## config.mk

```make
export PLATFORM = sky130hd
export DESIGN_NAME = unibus_bus_master_sequencer
export DESIGN_NICKNAME = d
export VERILOG_FILES = /design/src/sv/ubms_pkg.sv /design/src/sv/ubms_core.sv /design/src/sv/unibus_bus_master_sequencer.sv
export SDC_FILE = /design/constraint.sdc
export NUM_CORES = 1
export LEC_CHECK = 0
export BUFFER_PORTS_ARGS = -buffer_cell sky130_fd_sc_hd__buf_2
export CAP_MARGIN = 25
export CORE_MARGIN = 3
export CORE_UTILIZATION = 50
export DETAILED_ROUTE_END_ITERATION = 8
export PLACE_DENSITY = 0.72
export SLEW_MARGIN = 10
export SYNTH_ARGS = -nofsm -noshare
export SYNTH_HDL_FRONTEND = slang
export SYNTH_SLANG_ARGS = --single-unit
```

## constraint.sdc

```tcl
create_clock -name clk -period 6.1 [get_ports clk]
set_input_delay 0.305 -clock clk [delete_from_list [all_inputs] [get_ports clk]]
set_output_delay 0.305 -clock clk [all_outputs]
set_load 0.005 [all_outputs]
```

## src/sv/ubms_pkg.sv

```systemverilog
// Shared types and constants for the UNIBUS bus master sequencer.
// No dependencies.
package ubms_pkg;

  localparam int DATA_BITS  = 16;
  localparam int VEC_BITS   = 9;
  localparam int BLEN_BITS  = 2;
  localparam int LEVEL_BITS = 3;
  localparam int CFG_BITS   = 9;
  localparam int CFG_IDX_BITS = 2;

  localparam logic [VEC_BITS-1:0]   VEC_RESET   = 9'o160;
  localparam logic [BLEN_BITS-1:0]  BLEN_RESET  = 2'd1;
  localparam logic [LEVEL_BITS-1:0] LEVEL_RESET = 3'd5;

  typedef enum logic [CFG_IDX_BITS-1:0] {
    CFG_VECTOR = 2'd0,
    CFG_BLEN   = 2'd1,
    CFG_LEVEL  = 2'd2,
    CFG_NONE   = 2'd3
  } cfg_idx_t;

  typedef enum logic [1:0] {
    REQ_TICK = 2'd0,
    REQ_DMA  = 2'd1,
    REQ_INTR = 2'd2,
    REQ_RSVD = 2'd3
  } req_t;

  typedef enum logic [2:0] {
    EV_IDLE  = 3'd0,
    EV_BUSY  = 3'd1,
    EV_TAKEN = 3'd2,
    EV_READ  = 3'd3,
    EV_DONE  = 3'd4
  } ev_t;

  typedef struct packed {
    logic npr;
    logic br;
    logic sack;
    logic bbsy;
    logic intr;
    logic den;
    logic blocked;
    logic mode;
  } drv_t;

endpackage

```

## src/sv/ubms_core.sv

```systemverilog
// Arbitration and data-cycle sequencer state; one phase step per beat.
// Depends on ubms_pkg.
module ubms_core #(
  parameter int ADDRESS_BITS = 18,
  parameter int COUNT_BITS   = 16
) (
  input  logic                              clk,
  input  logic                              rst_n,
  input  logic                              step,
  input  logic [1:0]                        req_type,
  input  logic                              dma_is_write,
  input  logic [ADDRESS_BITS-1:0]           start_address,
  input  logic [COUNT_BITS-1:0]             word_count,
  input  logic [ubms_pkg::DATA_BITS-1:0]    write_word,
  input  logic                              grant_npg,
  input  logic                              grant_bg,
  input  logic                              bus_busy,
  input  logic                              slave_sync,
  input  logic                              cycle_idle,
  input  logic [ubms_pkg::DATA_BITS-1:0]    read_word,
  input  logic [ubms_pkg::VEC_BITS-1:0]     vector,
  input  logic [ubms_pkg::BLEN_BITS-1:0]    blen,
  output ubms_pkg::drv_t                    drv,
  output logic [ADDRESS_BITS-1:0]           bus_address,
  output logic [ubms_pkg::DATA_BITS-1:0]    data_word,
  output ubms_pkg::ev_t                     ev
);

  typedef enum logic [3:0] {
    PH_IDLE     = 4'd0,
    PH_D_GRANT  = 4'd1,
    PH_D_GDROP  = 4'd2,
    PH_D_BUS    = 4'd3,
    PH_D_XFER   = 4'd4,
    PH_D_REL    = 4'd5,
    PH_I_GRANT  = 4'd6,
    PH_I_GDROP  = 4'd7,
    PH_I_BUS    = 4'd8,
    PH_I_NOSSYN = 4'd9,
    PH_I_DRIVE  = 4'd10
  } phase_t;

  phase_t                           phase_r, phase_nxt;
  logic                             is_wr_r, is_wr_nxt;
  logic [ADDRESS_BITS-1:0]          addr_r, addr_nxt;
  logic [COUNT_BITS-1:0]            left_r, left_nxt;
  logic [ubms_pkg::BLEN_BITS-1:0]   bidx_r, bidx_nxt;
  logic [ubms_pkg::DATA_BITS-1:0]   hold_r, hold_nxt;
  logic [ubms_pkg::BLEN_BITS-1:0]   blen_eff;

  assign blen_eff = (blen == '0) ? ubms_pkg::BLEN_BITS'(1) : blen;

  always_comb begin
    phase_nxt = phase_r;
    is_wr_nxt = is_wr_r;
    addr_nxt  = addr_r;
    left_nxt  = left_r;
    bidx_nxt  = bidx_r;
    hold_nxt  = hold_r;
    ev        = ubms_pkg::EV_BUSY;
    case (phase_r)
      PH_IDLE: begin
        ev = ubms_pkg::EV_IDLE;
        if (req_type == ubms_pkg::REQ_DMA) begin
          is_wr_nxt = dma_is_write;
          addr_nxt  = start_address;
          left_nxt  = word_count;
          bidx_nxt  = '0;
          if (word_count == '0) begin
            ev = ubms_pkg::EV_DONE;
          end else begin
            phase_nxt = PH_D_GRANT;
            ev        = ubms_pkg::EV_BUSY;
          end
        end else if (req_type == ubms_pkg::REQ_INTR) begin
          phase_nxt = PH_I_GRANT;
          ev        = ubms_pkg::EV_BUSY;
        end
      end
      PH_D_GRANT: if (grant_npg) phase_nxt = PH_D_GDROP;
      PH_D_GDROP: if (!grant_npg) phase_nxt = PH_D_BUS;
      PH_D_BUS: begin
        if (!bus_busy) begin
          phase_nxt = PH_D_XFER;
          bidx_nxt  = '0;
        end
      end
      PH_D_XFER: begin
        if (is_wr_r) hold_nxt = write_word;
        if (cycle_idle) begin
          if (is_wr_r) begin
            ev = ubms_pkg::EV_TAKEN;
          end else begin
            hold_nxt = read_word;
            ev       = ubms_pkg::EV_READ;
          end
          addr_nxt = addr_r + ADDRESS_BITS'(2);
          left_nxt = left_r - COUNT_BITS'(1);
          bidx_nxt = bidx_r + ubms_pkg::BLEN_BITS'(1);
          if (bidx_nxt >= blen_eff || bidx_nxt == '0 || left_nxt == '0) begin
            phase_nxt = PH_D_REL;
          end
        end
      end
      PH_D_REL: begin
        bidx_nxt = '0;
        if (left_r == '0) begin
          phase_nxt = PH_IDLE;
          ev        = ubms_pkg::EV_DONE;
        end else begin
          phase_nxt = PH_D_GRANT;
        end
      end
      PH_I_GRANT: if (grant_bg) phase_nxt = PH_I_GDROP;
      PH_I_GDROP: if (!grant_bg) phase_nxt = PH_I_BUS;
      PH_I_BUS: begin
        if (!bus_busy) begin
          hold_nxt  = {{(ubms_pkg::DATA_BITS-ubms_pkg::VEC_BITS){1'b0}}, vector};
          phase_nxt = PH_I_NOSSYN;
        end
      end
      PH_I_NOSSYN: if (!slave_sync) phase_nxt = PH_I_DRIVE;
      PH_I_DRIVE: begin
        if (slave_sync) begin
          phase_nxt = PH_IDLE;
          ev        = ubms_pkg::EV_DONE;
        end
      end
      default: begin
        phase_nxt = PH_IDLE;
        ev        = ubms_pkg::EV_IDLE;
      end
    endcase
  end

  // bus levels follow the phase after this beat's update
  always_comb begin
    drv.npr  = (phase_nxt == PH_D_GRANT);
    drv.br   = (phase_nxt == PH_I_GRANT);
    drv.sack = (phase_nxt == PH_D_GDROP) || (phase_nxt == PH_D_BUS) ||
               (phase_nxt == PH_D_XFER) || (phase_nxt == PH_I_GDROP) ||
               (phase_nxt == PH_I_BUS) || (phase_nxt == PH_I_NOSSYN);
    drv.bbsy = (phase_nxt == PH_D_XFER) || (phase_nxt == PH_I_NOSSYN) ||
               (phase_nxt == PH_I_DRIVE);
    drv.intr = (phase_nxt == PH_I_DRIVE);
    drv.den  = ((phase_nxt == PH_D_XFER) && is_wr_nxt) ||
               (phase_nxt == PH_I_NOSSYN) || (phase_nxt == PH_I_DRIVE);
    drv.blocked = (phase_nxt == PH_D_GRANT) || (phase_nxt == PH_D_GDROP) ||
                  (phase_nxt == PH_D_BUS) || (phase_nxt == PH_D_XFER) ||
                  (phase_nxt == PH_I_GRANT) || (phase_nxt == PH_I_GDROP) ||
                  (phase_nxt == PH_I_BUS) || (phase_nxt == PH_I_NOSSYN) ||
                  (phase_nxt == PH_I_DRIVE);
    drv.mode = (phase_nxt == PH_D_XFER);
  end

  assign bus_address = addr_nxt;
  assign data_word   = hold_nxt;

  always_ff @(posedge clk) begin
    if (!rst_n) begin
      phase_r <= PH_IDLE;
      is_wr_r <= 1'b0;
      addr_r  <= '0;
      left_r  <= '0;
      bidx_r  <= '0;
      hold_r  <= '0;
    end else if (step) begin
      phase_r <= phase_nxt;
      is_wr_r <= is_wr_nxt;
      addr_r  <= addr_nxt;
      left_r  <= left_nxt;
      bidx_r  <= bidx_nxt;
      hold_r  <= hold_nxt;
    end
  end

endmodule

```

## src/sv/unibus_bus_master_sequencer.sv

```systemverilog
// UNIBUS NPR/BR bus master sequencer: input register, sequencer step, result register.
// An accepted beat passes the input register, then the result register; one beat per cycle
// sustained while out_stall is low, the sequencer step being combinational between the two.
// Synchronous active-low reset returns the sequencer to idle with address, count and
// data cleared and the config registers at vector 0160, burst 1, level 5.
// Depends on ubms_pkg and ubms_core.
module unibus_bus_master_sequencer #(
  parameter int ADDRESS_BITS = 18,
  parameter int COUNT_BITS   = 16
) (
  input  logic                              clk,
  input  logic                              rst_n,
  input  logic                              cfg_wr_en,
  input  logic [ubms_pkg::CFG_IDX_BITS-1:0] cfg_index,
  input  logic [ubms_pkg::CFG_BITS-1:0]     cfg_data,
  input  logic                              in_valid,
  output logic                              in_stall,
  input  logic [1:0]                        in_req_type,
  input  logic                              in_dma_is_write,
  input  logic [ADDRESS_BITS-1:0]           in_start_address,
  input  logic [COUNT_BITS-1:0]             in_word_count,
  input  logic [ubms_pkg::DATA_BITS-1:0]    in_write_word,
  input  logic                              in_grant_npg,
  input  logic                              in_grant_bg,
  input  logic                              in_bus_busy,
  input  logic                              in_slave_sync,
  input  logic                              in_cycle_idle,
  input  logic [ubms_pkg::DATA_BITS-1:0]    in_read_word,
  output logic                              out_valid,
  input  logic                              out_stall,
  output logic                              out_drive_npr,
  output logic                              out_drive_br,
  output logic                              out_drive_sack,
  output logic                              out_drive_bbsy,
  output logic                              out_drive_intr,
  output logic                              out_data_drive_enable,
  output logic                              out_grant_blocked,
  output logic                              out_cycle_mode,
  output logic [ADDRESS_BITS-1:0]           out_bus_address,
  output logic [ubms_pkg::DATA_BITS-1:0]    out_data_word,
  output logic [2:0]                        out_event_code
);

  logic [ubms_pkg::VEC_BITS-1:0]    vec_r;
  logic [ubms_pkg::BLEN_BITS-1:0]   blen_r;
  logic [ubms_pkg::LEVEL_BITS-1:0]  level_r;

  logic                             ivld_r;
  logic [1:0]                       req_r;
  logic                             wr_r;
  logic [ADDRESS_BITS-1:0]          saddr_r;
  logic [COUNT_BITS-1:0]            cnt_r;
  logic [ubms_pkg::DATA_BITS-1:0]   wword_r;
  logic                             npg_r, bg_r, bbsy_r, ssyn_r, cidle_r;
  logic [ubms_pkg::DATA_BITS-1:0]   rword_r;

  logic                             ovld_r;
  ubms_pkg::drv_t                   drv_r, drv_c;
  logic [ADDRESS_BITS-1:0]          addr_r, addr_c;
  logic [ubms_pkg::DATA_BITS-1:0]   data_r, data_c;
  ubms_pkg::ev_t                    ev_r, ev_c;

  logic adv;
  logic in_take;

  assign adv      = ivld_r && (!ovld_r || !out_stall);
  assign in_stall = ivld_r && !adv;
  assign in_take  = in_valid && !in_stall;

  always_ff @(posedge clk) begin
    if (!rst_n) begin
      vec_r   <= ubms_pkg::VEC_RESET;
      blen_r  <= ubms_pkg::BLEN_RESET;
      level_r <= ubms_pkg::LEVEL_RESET;
    end else if (cfg_wr_en) begin
      case (cfg_index)
        ubms_pkg::CFG_VECTOR: vec_r   <= cfg_data[ubms_pkg::VEC_BITS-1:0];
        ubms_pkg::CFG_BLEN:   blen_r  <= cfg_data[ubms_pkg::BLEN_BITS-1:0];
        ubms_pkg::CFG_LEVEL:  level_r <= cfg_data[ubms_pkg::LEVEL_BITS-1:0];
        default: ;
      endcase
    end
  end

  always_ff @(posedge clk) begin
    if (!rst_n) begin
      ivld_r <= 1'b0;
    end else if (in_take) begin
      ivld_r <= 1'b1;
    end else if (adv) begin
      ivld_r <= 1'b0;
    end
  end

  always_ff @(posedge clk) begin
    if (in_take) begin
      req_r   <= in_req_type;
      wr_r    <= in_dma_is_write;
      saddr_r <= in_start_address;
      cnt_r   <= in_word_count;
      wword_r <= in_write_word;
      npg_r   <= in_grant_npg;
      bg_r    <= in_grant_bg;
      bbsy_r  <= in_bus_busy;
      ssyn_r  <= in_slave_sync;
      cidle_r <= in_cycle_idle;
      rword_r <= in_read_word;
    end
  end

  ubms_core #(
    .ADDRESS_BITS (ADDRESS_BITS),
    .COUNT_BITS   (COUNT_BITS)
  ) u_core (
    .clk           (clk),
    .rst_n         (rst_n),
    .step          (adv),
    .req_type      (req_r),
    .dma_is_write  (wr_r),
    .start_address (saddr_r),
    .word_count    (cnt_r),
    .write_word    (wword_r),
    .grant_npg     (npg_r),
    .grant_bg      (bg_r),
    .bus_busy      (bbsy_r),
    .slave_sync    (ssyn_r),
    .cycle_idle    (cidle_r),
    .read_word     (rword_r),
    .vector        (vec_r),
    .blen          (blen_r),
    .drv           (drv_c),
    .bus_address   (addr_c),
    .data_word     (data_c),
    .ev            (ev_c)
  );

  always_ff @(posedge clk) begin
    if (!rst_n) begin
      ovld_r <= 1'b0;
    end else if (adv) begin
      ovld_r <= 1'b1;
    end else if (!out_stall) begin
      ovld_r <= 1'b0;
    end
  end

  always_ff @(posedge clk) begin
    if (adv) begin
      drv_r  <= drv_c;
      addr_r <= addr_c;
      data_r <= data_c;
      ev_r   <= ev_c;
    end
  end

  assign out_valid             = ovld_r;
  assign out_drive_npr         = drv_r.npr;
  assign out_drive_br          = drv_r.br;
  assign out_drive_sack        = drv_r.sack;
  assign out_drive_bbsy        = drv_r.bbsy;
  assign out_drive_intr        = drv_r.intr;
  assign out_data_drive_enable = drv_r.den;
  assign out_grant_blocked     = drv_r.blocked;
  assign out_cycle_mode        = drv_r.mode;
  assign out_bus_address       = addr_r;
  assign out_data_word         = data_r;
  assign out_event_code        = ev_r;

  a_req_excl: assert property (@(posedge clk) disable iff (!rst_n)
    out_valid |-> !(out_drive_npr && out_drive_br))
    else $error("NPR and BR raised together");

  a_done_released: assert property (@(posedge clk) disable iff (!rst_n)
    out_valid && out_event_code == ubms_pkg::EV_DONE |-> !out_drive_bbsy && !out_grant_blocked)
    else $error("done beat while still holding the bus");

  a_master_blocked: assert property (@(posedge clk) disable iff (!rst_n)
    out_valid && (out_drive_bbsy || out_cycle_mode) |-> out_grant_blocked)
    else $error("bus master with grant pass-through open");

  a_level_write: assert property (@(posedge clk) disable iff (!rst_n)
    cfg_wr_en && cfg_index == ubms_pkg::CFG_LEVEL
      |=> level_r == $past(cfg_data[ubms_pkg::LEVEL_BITS-1:0]))
    else $error("interrupt level write lost");

endmodule
```

Word level (Yosys, flattened, before mapping)
Cells that the tools add are included.
- input port bits: 90
- register bits: 189
- logic and storage cells: 150
- eq/ne operators: 26
- add/sub/neg operators: 3
- order comparisons: 1
- mux-type cells: 45
- reduce and logical (&&, ||, !) cells: 43
- operators by type and width (operator ; number):
    $mux W16 ; 6
    $pmux W16 S2 ; 2
    $mux W4 ; 13
    $logic_not A16 Y1 ; 3
    $pmux W4 S11 ; 1
    $mux W18 ; 2
    $pmux W18 S2 ; 1
    $eq A4 B3 Y1 const B ; 7
    $eq A4 B4 Y1 const B ; 6
    $logic_or A1 B1 Y1 ; 20
    $add A18 B2 Y18 const B ; 1
    $eq A4 B2 Y1 const B ; 4
    $sub A16 B1 Y16 const B ; 1
    $mux W3 ; 5
    $pmux W3 S5 ; 1
    $mux W1 ; 9
    $eq A4 B1 Y1 const B ; 2
    $mux W2 ; 4
    $pmux W2 S4 ; 1
    $reduce_or A7 Y1 ; 1
    $logic_not A2 Y1 ; 3
    $reduce_and A5 Y1 ; 1
    $eq A2 B1 Y1 const B ; 2
    $logic_and A1 B1 Y1 ; 4
    11 further kinds ; 18

Depth between registers and ports, before layout
Gate-level depths: netlist of the first run.
- depth after elaboration: 17
- mapped depth: 10

Hierarchy
A second synthesis of the first run with hierarchy kept.
- cells, all modules: 773
- area, all modules: 8590.7 um^2
- by module, submodules not included (module ; area an instance (um^2) ; instances ; sequential area each (um^2) ; cells each):
    ubms_core ; 4470.5 ; 1 ; 1141.1 ; 598
    unibus_bus_master_sequencer ; 4120.2 ; 1 ; 3833.7 ; 175

Worst setup path after synthesis of the first run
OpenSTA, ideal clock, no wires.
- path kind: input port to flip-flop
- start point: in out_stall
- end point: reg bbsy_r (enable)
- stages: 2
- setup time: 0.515 ns
- data arrival time: 3.814 ns
- data required time: 5.585 ns
- path slack: 1.771 ns
- buffers on the path: 0
- cells stage by stage: and3_1 nor2b_1
- word-level cells in the longest chain between the ends: 7
- ends and longest elaborated chain (item ; line ; text):
    start: declaration ; unibus_bus_master_sequencer.sv:30 ; input logic out_stall,
    $logic_not A1 Y1 ; n/a ;
    $logic_or A1 B1 Y1 ; unibus_bus_master_sequencer.sv:66 ; assign adv = ivld_r && (!ovld_r || !out_stall);
    $logic_and A1 B1 Y1 ; unibus_bus_master_sequencer.sv:66 ;
    $logic_not A1 Y1 ; unibus_bus_master_sequencer.sv:67 ; assign in_stall = ivld_r && !adv;
    $logic_and A1 B1 Y1 ; unibus_bus_master_sequencer.sv:67 ;
    $logic_not A1 Y1 ; unibus_bus_master_sequencer.sv:68 ; assign in_take = in_valid && !in_stall;
    $logic_and A1 B1 Y1 ; unibus_bus_master_sequencer.sv:68 ;
    named net in_take ; unibus_bus_master_sequencer.sv:64 ; logic in_take;
    end signal: assignment ; unibus_bus_master_sequencer.sv:104 ; bbsy_r <= in_bus_busy;
    end: declaration ; unibus_bus_master_sequencer.sv:54 ; logic npg_r, bg_r, bbsy_r, ssyn_r, cidle_r;
The timed path passes the listed nets, and every way through them passes these cells.
A chain may end at the register's enable or synchronous reset.

==> reports/qor.yml, run 1 <==
clock_tree_from_tritoncts: "done"
area_growth_pct: 17.5
drt-wirelength-per-cell_microns: 16.7
p_per_area_mw_per_mm2: 299
dpl.cell_count: 1087
placeableCoreArea_sq_mm: 0.0160
final.setup.tns_ns: 0
cts_hold_buffers: 0
hold_violations: 0
maxSlewViolCount: 0
syn-mean-instance-area_sq_um: 10.7
cts_setup_buffers: 0
wire_length_of_the_first_global_routing_pass_microns: 29800
yosysWarningCount: 0
die_x_microns: 134
track_usage_pct: 20.8
ctsHtreeMaxLevel: 4
synth-edff-count: 119
layout_worst_path_cycle_share_pct: 51.6
place_ws_ns: 2.98
timing_worst_slew_pin_value_ns: 1.03
synth_xor_xnor_area_share_pct: 0.638
grt_remaining_overflow: 0
setup_viol: 0
routed.top_layer: "met4"
fmaxAchievable_ghz: 0.318
clock_path_buffers: 2
floorplan.io_pins: 137
detail_route.drc_violations: 0
routed_wirelength_microns: 18800
finalCoreUtilization_pct: 60.5
numCtsBuffers: 17
final_critical_path_setup_slack_ns: 2.95
post_synth_net_total: 868
max-slew-margin-rel_pct: 31.2
wl_met3_microns: 1140
worst_clock_skew_ns: 0.0115
worst_ep_arrival_time_ns: 3.28
max_cap_violations: 0
synthMostInstantiatedCell: "sky130_fd_sc_hd__edfxtp_1"
row_count: 46
synth_top_area_share_pct: 43.4
ant_nets: 0
post_synth_inst_count: 772
post_layout_nonfiller_instances: 1121
port_buffers: 136
grt_antenna_before_repair: 1
cts_root_buf: "sky130_fd_sc_hd__clkbuf_16"
critical_path.startpoint_type: "flip-flop"
firstDrtPassIters: 5
synth_commonest_cells: "119 x sky130_fd_sc_hd__edfxtp_1, 110 x sky130_fd_sc_hd__nor2_1, 86 x sky130_fd_sc_hd__nand2_1"
synth_flop_cell: "sky130_fd_sc_hd__edfxtp_1"
initial_core_util_pct: 51.5
worst_ep_required_time_ns: 6.24
insertion_delay_of_the_later_clocked_pin_in_the_worst_skew_pair_ns: 0.43
leak_pwr_nw: 3.64
unrepaired_setup_endpoints_after_global_routing: "no"
yosys_register_bits: 189
fraction_of_final_layout_cells_sized_beyond_drive_strength_1_pct: 21.7
critical_path_peak_fanout: 10
worstSetupEndpointType: "flip-flop"
finalCriticalPeriod_ns: 3.15
async_reset_ff_share_pct: 0
synth.area.mux_share_pct: 3.89
wl_met2_microns: 8440
power.ir.vdd_worst_mv: 0.256
full_die_area_sq_mm: 0.0180
synth_cell_types: 69
status: "finished, final reports clean"
dominant_combinational_cell_family_by_area_after_synthesis: "simple AND/OR/NAND/NOR gates"
clkSinkCount: 189
avgViaCountPerCell: 5.64
complex_gate_fraction_of_the_synthesized_area_pct: 13.9
yosysSeqAreaShare_pct: 60.4
grt_max_degree: 89
via_count_of_the_first_global_routing_pass: 5849
syn-cell-area_sq_mm: 0.00824
dieHeight_microns: 134
place.gp.congestion: 0.913
hp-class: "primary input to flip-flop"
yosys.area_share.adder_pct: 0.911
dp_hpwl_microns: 11800
worst-setup-path-type: "flip-flop to flip-flop"
synth_top_cell_by_area: "sky130_fd_sc_hd__edfxtp_1"
detailed_router_s_first_iteration_violation_count: 517
synth.top_cells.by_area: "sky130_fd_sc_hd__edfxtp_1 43%, sky130_fd_sc_hd__dfxtp_1 17%, sky130_fd_sc_hd__nor2_1 5.0%"
ctsResizeCount: 0
final_net_count: 987
clkSlewWorstSetupHoldPaths_ns: 0.07
synth_simple_gate_area_share_pct: 17.3
routedLengthMet1_microns: 8950
route.vias.total: 6319
==> critical path, cell delays in order, from the launching register on <==
cell                      delay (ns)
sky130_fd_sc_hd__dfxtp_1        0.38
sky130_fd_sc_hd__inv_1          0.10
sky130_fd_sc_hd__ha_1           0.21
sky130_fd_sc_hd__nor3b_1        0.58
sky130_fd_sc_hd__nand2_1        0.43
sky130_fd_sc_hd__o32a_1         0.27
sky130_fd_sc_hd__o32a_1         0.18
sky130_fd_sc_hd__nor3_2         0.40
sky130_fd_sc_hd__or3_1          0.21
sky130_fd_sc_hd__nand4_1        0.10
==> kinds of logic after synthesis <==
logic type                 count (synthesis)
AOI/OAI and AO/OA                        174
xor gates and xnor gates                   6
adders and majority gates                  6
buffers and inverters                     63
DFF                                      189
muxes                                     32
and+or+nand+nor                          302
==> power by group <==
| group | internal (mW) | switching, mW |
|---|---|---|
| combinational | 0.127 | 0.188 |
| sequential | 1.44 | 0.0476 |
| clock | 0.577 | 0.510 |
==> routing by layer <==
layer  up-vias  GRT usage (%)
met2       210           32.0
met3        22           4.99
met1      2993           29.9
li1       3094              -
met5         -              0
met4         0           5.60
==> stage by stage <==
| stage | hold WS, ns | area (sq um) | power (mW) |
|---|---|---|---|
| floorplan | 0.404 | 8240 | 1.72 |
| global placement | 0.453 | 9090 | 1.82 |
| detailed placement | 0.463 | 9090 | 1.83 |
| CTS | 0.0273 | 9670 | 2.91 |
| global route | 0.0230 | 9680 | 3.01 |
| finish | 0.0420 | 9680 | 2.89 |
==> flip-flops by register name, indices dropped and copies added (netlist names), 2 cells and up <==
register,cells
req_r,2
out_data_word,16
u_core.bidx_r,2
wword_r,16
rword_r,16
vec_r,9
u_core.phase_r,4
out_bus_address,18
out_event_code,3
u_core.left_r,16
saddr_r,18
blen_r,2
u_core.addr_r,18
cnt_r,16
u_core.hold_r,16
==> cell usage in the layout, fill, tap and decap left out, types with 8 or more instances in the layout <==
cell type	count
sky130_fd_sc_hd__nor2_1	110
sky130_fd_sc_hd__buf_2	136
sky130_fd_sc_hd__o22ai_1	8
sky130_fd_sc_hd__o21ai_0	30
sky130_fd_sc_hd__nand2_1	86
sky130_fd_sc_hd__o211ai_1	12
sky130_fd_sc_hd__a211oi_1	9
sky130_fd_sc_hd__a21oi_1	60
sky130_fd_sc_hd__nor3_1	28
sky130_fd_sc_hd__mux2i_1	32
sky130_fd_sc_hd__nor4_1	9
sky130_fd_sc_hd__dfxtp_1	70
sky130_fd_sc_hd__edfxtp_1	119
sky130_fd_sc_hd__buf_4	9
sky130_fd_sc_hd__clkbuf_16	17
sky130_fd_sc_hd__nand3_1	17
sky130_fd_sc_hd__a221o_1	10
sky130_fd_sc_hd__inv_1	15
==> path summary, 6_finish.rpt <==
check                                 startpoint           endpoint  slack, ns  cells past startpoint
worst min-delay path               in_cycle_idle            cidle_r       0.04                      1
worst min register to register  u_core.bidx_r[1]   u_core.bidx_r[1]       0.48                      2
worst max-delay path            u_core.left_r[0]  out_grant_blocked       2.95                      9
worst max register to register  u_core.left_r[0]  out_grant_blocked       2.95                      9
==> final cells by class <==
class,instances,area (sq um)
diodes,1,2.50
clock buffers,17,425
clock inverters,15,153
fillers,1345,6320
inverters,18,68.8
multi-input cells,520,3030
flip-flops and latches,189,4970
well taps,216,270
repair buffers,145,748
No activity file was read; power rests on OpenSTA's default activity.
==> inputs of run 2 (changes only) <==
- ABC_AREA: unset -> 1
- PLACE_DENSITY: 0.72 -> 0.75
- clock period: 6.1 -> 2.73 ns (I/O delays scaled with it)
==> reports/qor.yml, run 2 <==
wire_length_of_the_first_global_routing_pass_microns: 34800
p_per_area_mw_per_mm2: 629
floorplan.io_pins: 137
row_count: 46
synthMostInstantiatedCell: "sky130_fd_sc_hd__nand2_1"
hp-class: "primary input to flip-flop"
syn-mean-instance-area_sq_um: 9.37
detail_route.drc_violations: 0
ctsResizeCount: 0
firstDrtPassIters: 7
timing_worst_slew_pin_value_ns: 0.937
final_critical_path_setup_slack_ns: 0.422
clkSinkCount: 189
area_growth_pct: 27.6
die_x_microns: 136
worstSetupEndpointType: "flip-flop"
cts_setup_buffers: 0
finalInstanceArea_sq_mm: 0.0108
worst_clock_skew_ns: 0.00917
unrepaired_setup_endpoints_after_global_routing: "no"
rr_worst_depth: 18
place_ws_ns: 0.456
max_cap_violations: 0
route.vias.total: 7151
detailed_router_s_first_iteration_violation_count: 662
worst_ep_arrival_time_ns: 2.48
async_reset_ff_share_pct: 0
yosys_register_bits: 189
fmaxAchievable_ghz: 0.433
layout_common_cells: "140 x sky130_fd_sc_hd__nand2_1, 136 x sky130_fd_sc_hd__buf_2, 123 x sky130_fd_sc_hd__inv_1"
insertion_delay_of_the_later_clocked_pin_in_the_worst_skew_pair_ns: 0.43
worstReg2RegEnd: "out_grant_blocked"
syn-cell-area_sq_mm: 0.00847
timing.critical_path.from: "u_core.left_r[0]"
status: "finished, final reports clean"
setup_viol: 0
cts_hold_buffers: 82
post_synth_inst_count: 904
clkSlewWorstSetupHoldPaths_ns: 0.07
via_count_of_the_first_global_routing_pass: 6891
yosysSeqAreaShare_pct: 58.8
drt-wirelength-per-cell_microns: 16.1
port_buffers: 136
synth_top_cell_by_area: "sky130_fd_sc_hd__edfxtp_1"
placeableCoreArea_sq_mm: 0.0162
track_usage_pct: 24.3
power.ir.vdd_worst_mv: 0.486
crit_end: "out_grant_blocked"
ant_nets: 0
grt_max_degree: 69
clock_tree_from_tritoncts: "done"
synth_cell_types: 39
whs_ns: 0.0261
critical_path_peak_fanout: 7
max-slew-margin-rel_pct: 37.5
yosysWarningCount: 0
synth_top_area_share_pct: 42.2
worst_ep_required_time_ns: 2.90
place.gp.congestion: 0.927
full_die_area_sq_mm: 0.0185
synth_commonest_cells: "140 x sky130_fd_sc_hd__nand2_1, 126 x sky130_fd_sc_hd__inv_1, 119 x sky130_fd_sc_hd__edfxtp_1"
initial_core_util_pct: 52.2
worst-setup-path-type: "flip-flop to flip-flop"
layout.cells.most_common: "sky130_fd_sc_hd__nand2_1"
final.setup.tns_ns: 0
avgViaCountPerCell: 5.30
post_synth_net_total: 1000
finalCriticalPeriod_ns: 2.31
routed_wirelength_microns: 21700
hold_violations: 0
placed_area_sq_mm: 0.00937
numCtsBuffers: 17
final_net_count: 1215
worstReg2RegStart: "u_core.left_r[0]"
clock_path_buffers: 2
cts_root_buf: "sky130_fd_sc_hd__clkbuf_16"
grt_antenna_before_repair: 1
maxSlewViolCount: 0
synth_flop_cell: "sky130_fd_sc_hd__edfxtp_1"
dieHeight_microns: 136
fraction_of_final_layout_cells_sized_beyond_drive_strength_1_pct: 19.8
leak_pwr_nw: 4.65
grt_remaining_overflow: 0
rrSetupSlack_ns: 0.42
synth.top_cells.by_area: "sky130_fd_sc_hd__edfxtp_1 42%, sky130_fd_sc_hd__dfxtp_1 17%, sky130_fd_sc_hd__nand2_1 6.2%"
layout_worst_path_cycle_share_pct: 84.6
ctsHtreeMaxLevel: 4
synth-edff-count: 119
total_power_mw: 6.80
dp_hpwl_microns: 13600
critical_path.startpoint_type: "flip-flop"
-- run 2: how the worst min path moves through the flow --
stage	startpoint	depth (start not counted)	endpoint	slack (ns)
2_1_floorplan	in_bus_busy	0	bbsy_r	0.24
3_3_place_gp	in_start_address[6]	1	saddr_r[6]	0.31
3_5_place_dp	in_write_word[5]	1	wword_r[5]	0.31
4_1_cts	out_stall	3	out_valid	0.0005
5_1_grt	cfg_data[8]	3	vec_r[8]	0.02
6_report	cfg_data[8]	3	vec_r[8]	0.03
-- run 2: where the power goes --
part           switching, mW  leakage, nW  internal (mW)  total [mW]
Sequential             0.101         1.73           3.24        3.34
Combinational          0.599         2.63          0.388       0.987
Clock                   1.10        0.292           1.37        2.47
-- run 2: cell families after synthesis --
| group | count (synthesis) | synth area share (%) |
|---|---|---|
| XOR/XNOR | 1 | 0.103 |
| buffers and inverters | 171 | 7.80 |
| flip-flops | 189 | 58.8 |
| adder cells (fa/ha/maj) | 6 | 0.887 |
| AND/OR/NAND/NOR | 311 | 16.4 |
| AO/OA/AOI/OAI | 226 | 16.0 |
-- run 2: worst max-delay path, cell delays in order, from the launching register on --
cell and delay, ns:
sky130_fd_sc_hd__dfxtp_1 0.38, sky130_fd_sc_hd__inv_2 0.09, sky130_fd_sc_hd__ha_1 0.25, sky130_fd_sc_hd__inv_1 0.08, sky130_fd_sc_hd__nor2_2 0.06, sky130_fd_sc_hd__nor2_1 0.16, sky130_fd_sc_hd__nand2_1 0.07, sky130_fd_sc_hd__nor2_1 0.10
sky130_fd_sc_hd__nand2_1 0.06, sky130_fd_sc_hd__nor2_1 0.10, sky130_fd_sc_hd__nand2_1 0.06, sky130_fd_sc_hd__nor2_1 0.11, sky130_fd_sc_hd__nand2_1 0.07, sky130_fd_sc_hd__nand2_1 0.08, sky130_fd_sc_hd__nand2_2 0.07, sky130_fd_sc_hd__nand2_1 0.09
sky130_fd_sc_hd__nand2_1 0.09, sky130_fd_sc_hd__nand2_1 0.08, sky130_fd_sc_hd__nand3_1 0.06
-- run 2: per-stage QoR --
step                      std cells  utilization [%]
after floorplan                 904                -
after global placement         1233             57.7
after detailed placement       1233             57.7
after CTS                      1347             66.4
after global routing           1349             66.6
final                          1349             66.6
-- run 2: final cells by class --
| cell class | count | area, sq um |
|---|---|---|
| clock buffers | 18 | 429 |
| well taps | 216 | 270 |
| fillers | 1230 | 5430 |
| multi-input cells | 544 | 2840 |
| flip-flops and latches | 189 | 4970 |
| repair buffers | 231 | 1610 |
| diodes | 1 | 2.50 |
| inverters | 136 | 513 |
| clock inverters | 14 | 156 |
-- run 2: metal layers --
layer	vias to the layer above	track usage, %	wire (microns)
met1	3276	31.6	8840
met2	311	40.9	10900
li1	3531	-	-
met4	0	7.89	394
met5	-	0	0
met3	33	5.07	1610
